[config.mk]
export PLATFORM = sky130hd
export DESIGN_NAME = calendar_date_difference
export DESIGN_NICKNAME = d
export VERILOG_FILES = /design/src/rtl/core/cdd_pkg.sv /design/src/rtl/core/calendar_date_difference.sv
export SDC_FILE = /design/constraint.sdc
export NUM_CORES = 1
export LEC_CHECK = 0
export BUFFER_PORTS_ARGS = -buffer_cell sky130_fd_sc_hd__clkbuf_2
export CAP_MARGIN = 20
export CORE_ASPECT_RATIO = 0.7
export CORE_UTILIZATION = 46
export DETAILED_ROUTE_END_ITERATION = 12
export SYNTH_ARGS = -nofsm -noshare
export SYNTH_HDL_FRONTEND = slang
export SYNTH_SLANG_ARGS = --single-unit
export TNS_END_PERCENT = 5
[constraint.sdc]
create_clock -name clk -period 9.4 [get_ports clk]
set_input_delay 1.88 -clock clk [delete_from_list [all_inputs] [get_ports clk]]
set_output_delay 1.88 -clock clk [all_outputs]
set_load 0.05 [all_outputs]
[src/rtl/core/cdd_pkg.sv]
// ---------------------------------------------------------------------------
// cdd_pkg
// widths, constants and the month length table for the date difference
// ---------------------------------------------------------------------------
`timescale 1ns / 1ps

package cdd_pkg;

  localparam int unsigned YEAR_W  = 14;
  localparam int unsigned MONTH_W = 4;
  localparam int unsigned DAY_W   = 5;
  localparam int unsigned EDAY_W  = 6;
  localparam int unsigned TOTAL_W = 17;
  localparam int unsigned IN_W    = 48;
  localparam int unsigned OUT_W   = 48;

  // floor(y / 25) == (y * RECIP_25) >> RECIP_SHIFT for every 14-bit y
  localparam logic [12:0] RECIP_25    = 13'd5243;
  localparam int unsigned RECIP_SHIFT = 17;
  localparam int unsigned PROD_W      = 27;

  localparam logic [TOTAL_W-1:0] TOTAL_MAX = '1;

  localparam logic [1:0] ORDER_BEFORE = 2'd0;
  localparam logic [1:0] ORDER_EQUAL  = 2'd1;
  localparam logic [1:0] ORDER_AFTER  = 2'd2;

  localparam logic [3:0] DECEMBER = 4'd12;
  localparam logic [3:0] MARCH    = 4'd3;

  localparam logic [DAY_W-1:0] MONTH_DAYS [13] =
    '{5'd0, 5'd31, 5'd28, 5'd31, 5'd30, 5'd31, 5'd30,
      5'd31, 5'd31, 5'd30, 5'd31, 5'd30, 5'd31};

  // length of the month before end month em: december for em 0 or 1, zero for em 14 or 15
  function automatic logic [DAY_W-1:0] borrow_len(input logic [MONTH_W-1:0] em,
                                                  input logic leap);
    logic [MONTH_W-1:0] bm;
    bm = em - 4'd1;
    if (em <= 4'd1) begin
      borrow_len = MONTH_DAYS[DECEMBER];
    end else if (bm > DECEMBER) begin
      borrow_len = '0;
    end else if (em == MARCH && leap) begin
      borrow_len = 5'd29;
    end else begin
      borrow_len = MONTH_DAYS[bm];
    end
  endfunction

endpackage

[src/rtl/core/calendar_date_difference.sv]
// ---------------------------------------------------------------------------
// calendar_date_difference: three register stages with bubble collapse
// throughput one item per cycle unless m_tready stalls the output
// sync active-high rst clears all stage valid bits, no clearing pass
// ---------------------------------------------------------------------------
`timescale 1ns / 1ps

module calendar_date_difference #(
  parameter int unsigned MAX_YEAR = 9999
) (
  input  logic        clk,
  input  logic        rst,
  input  logic        s_tvalid,
  output logic        s_tready,
  // start_year[13:0] start_month[17:14] start_day[22:18]
  // end_year[36:23] end_month[40:37] end_day[45:41], zero pad [47:46]
  input  logic [47:0] s_tdata,
  output logic        m_tvalid,
  input  logic        m_tready,
  // order[1:0] elapsed_years[15:2] elapsed_months[19:16]
  // elapsed_days[25:20] total_months[42:26], zero pad [47:43]
  output logic [47:0] m_tdata
);

  localparam logic [16:0] MAXY = 17'(MAX_YEAR);

  logic en1, en2, en3;
  logic v1, v2, v3;

  // stage 1: input fields, years clamped to MAX_YEAR
  logic [13:0] s1_sy, s1_ey;
  logic [3:0]  s1_sm, s1_em;
  logic [4:0]  s1_sd, s1_ed;
  logic [13:0] sy_in, ey_in;

  // stage 2: differences, order, reciprocal product
  logic [14:0] dy;
  logic [4:0]  dm;
  logic [5:0]  dd;
  logic [1:0]  order_next;
  logic [18:0] dy_ext, tot_next;
  logic [1:0]  s2_order;
  logic        s2_ge, s2_borrow;
  logic [13:0] s2_dy, s2_ey;
  logic [4:0]  s2_dm;
  logic [5:0]  s2_dd;
  logic [3:0]  s2_em;
  logic [26:0] s2_prod;
  logic [18:0] s2_tot;

  // stage 3: result
  logic [9:0]  q25;
  logic [13:0] r25;
  logic        leap;
  logic [4:0]  blen;
  logic [5:0]  days_next, mraw;
  logic [3:0]  months_next;
  logic [13:0] years_next;
  logic [16:0] total_next;
  logic [1:0]  r_order;
  logic [13:0] r_years;
  logic [3:0]  r_months;
  logic [5:0]  r_days;
  logic [16:0] r_total;

  assign en3 = !v3 || m_tready;
  assign en2 = !v2 || en3;
  assign en1 = !v1 || en2;
  assign s_tready = en1;

  always_comb begin
    sy_in = s_tdata[13:0];
    ey_in = s_tdata[36:23];
    if ({3'b0, sy_in} > MAXY) begin
      sy_in = MAXY[13:0];
    end
    if ({3'b0, ey_in} > MAXY) begin
      ey_in = MAXY[13:0];
    end
  end

  always_comb begin
    dy = {1'b0, s1_ey} - {1'b0, s1_sy};
    dm = {1'b0, s1_em} - {1'b0, s1_sm};
    dd = {1'b0, s1_ed} - {1'b0, s1_sd};
    if (dy != '0) begin
      order_next = dy[14] ? cdd_pkg::ORDER_BEFORE : cdd_pkg::ORDER_AFTER;
    end else if (dm != '0) begin
      order_next = dm[4] ? cdd_pkg::ORDER_BEFORE : cdd_pkg::ORDER_AFTER;
    end else if (dd != '0) begin
      order_next = dd[5] ? cdd_pkg::ORDER_BEFORE : cdd_pkg::ORDER_AFTER;
    end else begin
      order_next = cdd_pkg::ORDER_EQUAL;
    end
    // total before saturation: dy * 12 + dm - borrow
    dy_ext   = {{4{dy[14]}}, dy};
    tot_next = (dy_ext << 3) + (dy_ext << 2) + {{14{dm[4]}}, dm} - {18'b0, dd[5]};
  end

  always_comb begin
    q25  = s2_prod[cdd_pkg::RECIP_SHIFT +: 10];
    r25  = s2_ey - ({4'b0, q25} << 4) - ({4'b0, q25} << 3) - {4'b0, q25};
    // divisible by 4, and by 16 whenever divisible by 25 (century years)
    leap = (s2_ey[1:0] == 2'b00) && ((r25 != '0) || (s2_ey[3:0] == 4'b0000));
    blen = cdd_pkg::borrow_len(s2_em, leap);
    days_next   = s2_dd + (s2_borrow ? {1'b0, blen} : 6'd0);
    mraw        = {s2_dm[4], s2_dm} - {5'b0, s2_borrow};
    months_next = mraw[3:0] + (mraw[5] ? 4'd12 : 4'd0);
    years_next  = s2_dy - {13'b0, mraw[5]};
    if (s2_tot[18]) begin
      total_next = '0;
    end else if (s2_tot[17]) begin
      total_next = cdd_pkg::TOTAL_MAX;
    end else begin
      total_next = s2_tot[16:0];
    end
  end

  always_ff @(posedge clk) begin
    if (rst) begin
      v1 <= 1'b0;
      v2 <= 1'b0;
      v3 <= 1'b0;
    end else begin
      if (en1) begin
        v1 <= s_tvalid;
      end
      if (en2) begin
        v2 <= v1;
      end
      if (en3) begin
        v3 <= v2;
      end
    end
  end

  always_ff @(posedge clk) begin
    if (en1 && s_tvalid) begin
      s1_sy <= sy_in;
      s1_sm <= s_tdata[17:14];
      s1_sd <= s_tdata[22:18];
      s1_ey <= ey_in;
      s1_em <= s_tdata[40:37];
      s1_ed <= s_tdata[45:41];
    end
    if (en2 && v1) begin
      s2_order  <= order_next;
      s2_ge     <= (order_next != cdd_pkg::ORDER_BEFORE);
      s2_borrow <= dd[5];
      s2_dy     <= dy[13:0];
      s2_dm     <= dm;
      s2_dd     <= dd;
      s2_em     <= s1_em;
      s2_ey     <= s1_ey;
      s2_prod   <= 27'(s1_ey) * 27'(cdd_pkg::RECIP_25);
      s2_tot    <= tot_next;
    end
    if (en3 && v2) begin
      r_order <= s2_order;
      if (s2_ge) begin
        r_years  <= years_next;
        r_months <= months_next;
        r_days   <= days_next;
        r_total  <= total_next;
      end else begin
        r_years  <= '0;
        r_months <= '0;
        r_days   <= '0;
        r_total  <= '0;
      end
    end
  end

  assign m_tvalid = v3;
  assign m_tdata  = {5'b0, r_total, r_days, r_months, r_years, r_order};

endmodule

==> flow_summary.toml <==
[outcome]
status = "finished clean"

[critical_path]
cpPeakStageDelay_ps = 550
critPathCaptureType = "flop"
crit_fanout = 6
worstSetupPathType = "flop to flop"
arrival_ps = 5640
crit_chain = "inv_1 -> ha_1 -> inv_1 -> fa_1 -> a21o_1 -> a21oi_1 -> o21ai_0 -> a31oi_1 -> xnor2_1 -> inv_1 -> ha_1 -> inv_1 -> fa_1 -> ha_1 -> a21o_1 -> a2111oi_2 -> o211a_1 -> nor2_1 -> nor4b_2 -> nor3_1 -> xnor2_1"
start_kind = "flop"
crit_buf_inv = 4
critPathTopFamily = "compound AO/OA/AOI/OAI gates"
cp.required_ps = 9590
cp_slowest_cell = "edfxtp_1"
cp_common_cell = "inv_1"

[yosys]
ys_ff_latch = 167
syn_area_um2 = 13100
ys_types = 66
synthTopCellsByArea = "edfxtp_1 (37%), ha_1 (18%), fa_1 (15%)"
synth_edf_count = 164
yosys_warnings = 0
syn_area_per_cell_um2 = 11.3
synth-main-ff-cell = "edfxtp_1"
synth_top_area_share_pct = 37.5
async_reset_ff_share_pct = 0
synth_top_area_cell = "edfxtp_1"
syn_inst = 1161
yosysSeqAreaShare_pct = 37.9

[power]
p_seq_share_pct = 20.8
p_int_mw = 3.02
swShare_pct = 44.6
powerDensity_nw_per_um2 = 371
combPwrFrac_pct = 66.4
total_power_mw = 5.44
p_leak_nw = 6.67
p_sw_mw = 2.43
vdd_drop_max_mv = 0.188
clock_power_share_pct = 12.8

[global_routing]
overflow = 0
antenna_found_initial = 0
grt_max_degree = 76
track_usage_pct = 18.8
grt_pass1_wl_um = 41600
grt_pass1_vias = 7962

[finish]
final_common_cell = "inv_1"
fin_util_pct = 52.5
diodes = 0
drive_above_1_share_pct = 12.1
design_area_um2 = 14700
syn2layout_area_growth_pct = 11.5
stdcell_count = 1651
final_cell_mix = "inv_1 (234), ha_1 (189), edfxtp_1 (164)"
fin_nets = 1607

[sta]
fin_crit_ps = 5450
setup_tns_ps = 0
fmax_mhz = 183
finClkSkew_ps = 12.0
setup-violations-final = 0
maxSlewViolCount = 0
hold_violations = 0
timing.hold.ws_ps = 428
post-route-period-util_pct = 58.0
setup_ws_ps = 3950
slew_headroom_pct = 35.1
rsz0062_at_grt = "no"
tightest_slew_ps = 973

[clocking]
holdBufCountCts = 0
cts_resized = 0
cts_root_buf = "clkbuf_16"
cts_buffers = 17
insertion_delay_ps = 440
post_cts_buffers = 0
cts_num_sinks = 167
h-tree-depth = 4
cts_buffer_depth = 2
tritoncts = "yes"
clkSlewWorstSetupHoldPaths_ps = 70

[placed_design]
gp_congestion = 0.823
io_buffers = 94
dp_cells = 1620
place_area_um2 = 14100
dp_slack_ps = 3980
hpwl_um = 20800

[drt]
wl_per_cell_um = 15.6
postRouteAntennaNets = 0
drc_errors = 0
via_per_inst = 4.88
drt_wl_total_um = 25700
firstDrtPassIters = 4
drtIter0Drc = 414
num_vias = 8060

[floorplan]
rows = 51
die_area_um2 = 29300
die_w_um = 204
ios = 102
die_h_um = 143
core_um2 = 27900
initial_core_util_pct = 47.0

[flow_run]
cap_violations = 0

[worst_hold_path]
hp-class = "flop to flop"
==> area by class of cell <==
| class | instances | area (um2) |
|---|---|---|
| clock buffer | 18 | 429 |
| multi-input combinational | 749 | 7260 |
| fill | 2502 | 13300 |
| inverter | 234 | 878 |
| clock inverter | 13 | 138 |
| tap | 371 | 464 |
| sequential | 167 | 4980 |
| timing repair buffer | 99 | 508 |
==> final timing paths <==
kind,slack [ps],endpoint,cells after the start,start
max,3950,s2_tot[18],21,s1_ey[0]
min,430,r_order[0],0,s2_order[0]
max reg2reg,3950,s2_tot[18],21,s1_ey[0]
min reg2reg,430,r_order[0],0,s2_order[0]
==> registers in the layout, summed over array words and instances (netlist names), 4 cells and up <==
signal,cells
s2_tot,19
r_total,17
r_years,14
s1_ey,14
s1_sy,14
s2_dy,14
s2_ey,14
s2_prod,10
r_days,6
s1_ed,5
s1_sd,5
s2_dd,5
s2_dm,5
r_months,4
s1_em,4
s1_sm,4
s2_em,4
==> kinds of logic (layout without fill, tap and decap cells) <==
| group | after synthesis | in the layout | share of synthesized area (%) |
|---|---|---|---|
| multiplexers | 3 | 3 | 0.266 |
| other | 1 | 5 | 0.0285 |
| buffers and inverters | 249 | 364 | 7.25 |
| AO/OA/AOI/OAI | 144 | 144 | 7.98 |
| XOR/XNOR | 66 | 66 | 4.40 |
| flip-flops | 167 | 167 | 37.9 |
| adder cells (fa/ha/maj) | 287 | 287 | 32.9 |
| AND/OR/NAND/NOR | 244 | 244 | 9.26 |
==> power by group through the flow <==
| stage | registers [mW] | clock network (mW) | logic, mW |
|---|---|---|---|
| finish | 1.13 | 0.696 | 3.61 |
| global route | 1.15 | 0.743 | 4.11 |
| CTS | 1.14 | 0.716 | 3.64 |
| detailed placement | 1.15 | 0 | 3.60 |
| global placement | 1.15 | 0 | 3.54 |
| floorplan | 1.15 | 0 | 2.85 |
==> worst reg2reg max path, delay by kind of cell, from the launching register on <==
family                     cells  cell delay [ps]
DFF                            1              550
adders and majority gates      5             1760
buffers and inverters          4              420
and+or+nand+nor                3              410
xor gates and xnor gates       2              310
AOI/OAI and AO/OA              7             1770
==> cell usage after synthesis, types with 10 or more instances <==
library cell / n
a21o_1: 15
a21oi_1: 35
and2_1: 26
clkbuf_1: 10
edfxtp_1: 164
fa_1: 98
ha_1: 189
inv_1: 234
nand2_1: 28
nand2b_1: 23
nand3_1: 13
nor2_1: 85
nor2b_1: 15
nor3_1: 21
o21ai_0: 23
xnor2_1: 47
xor2_1: 19
==> routing by layer <==
metal  wire (um)  global-route usage [%]  up-vias
li1            -                       -     4112
met1       14300                    29.6     3795
met2       10100                    26.1      139
met3         995                    3.45       14
met4         243                    4.63        0
met5           0                       0        -
No activity file was read; power rests on OpenSTA's default activity.
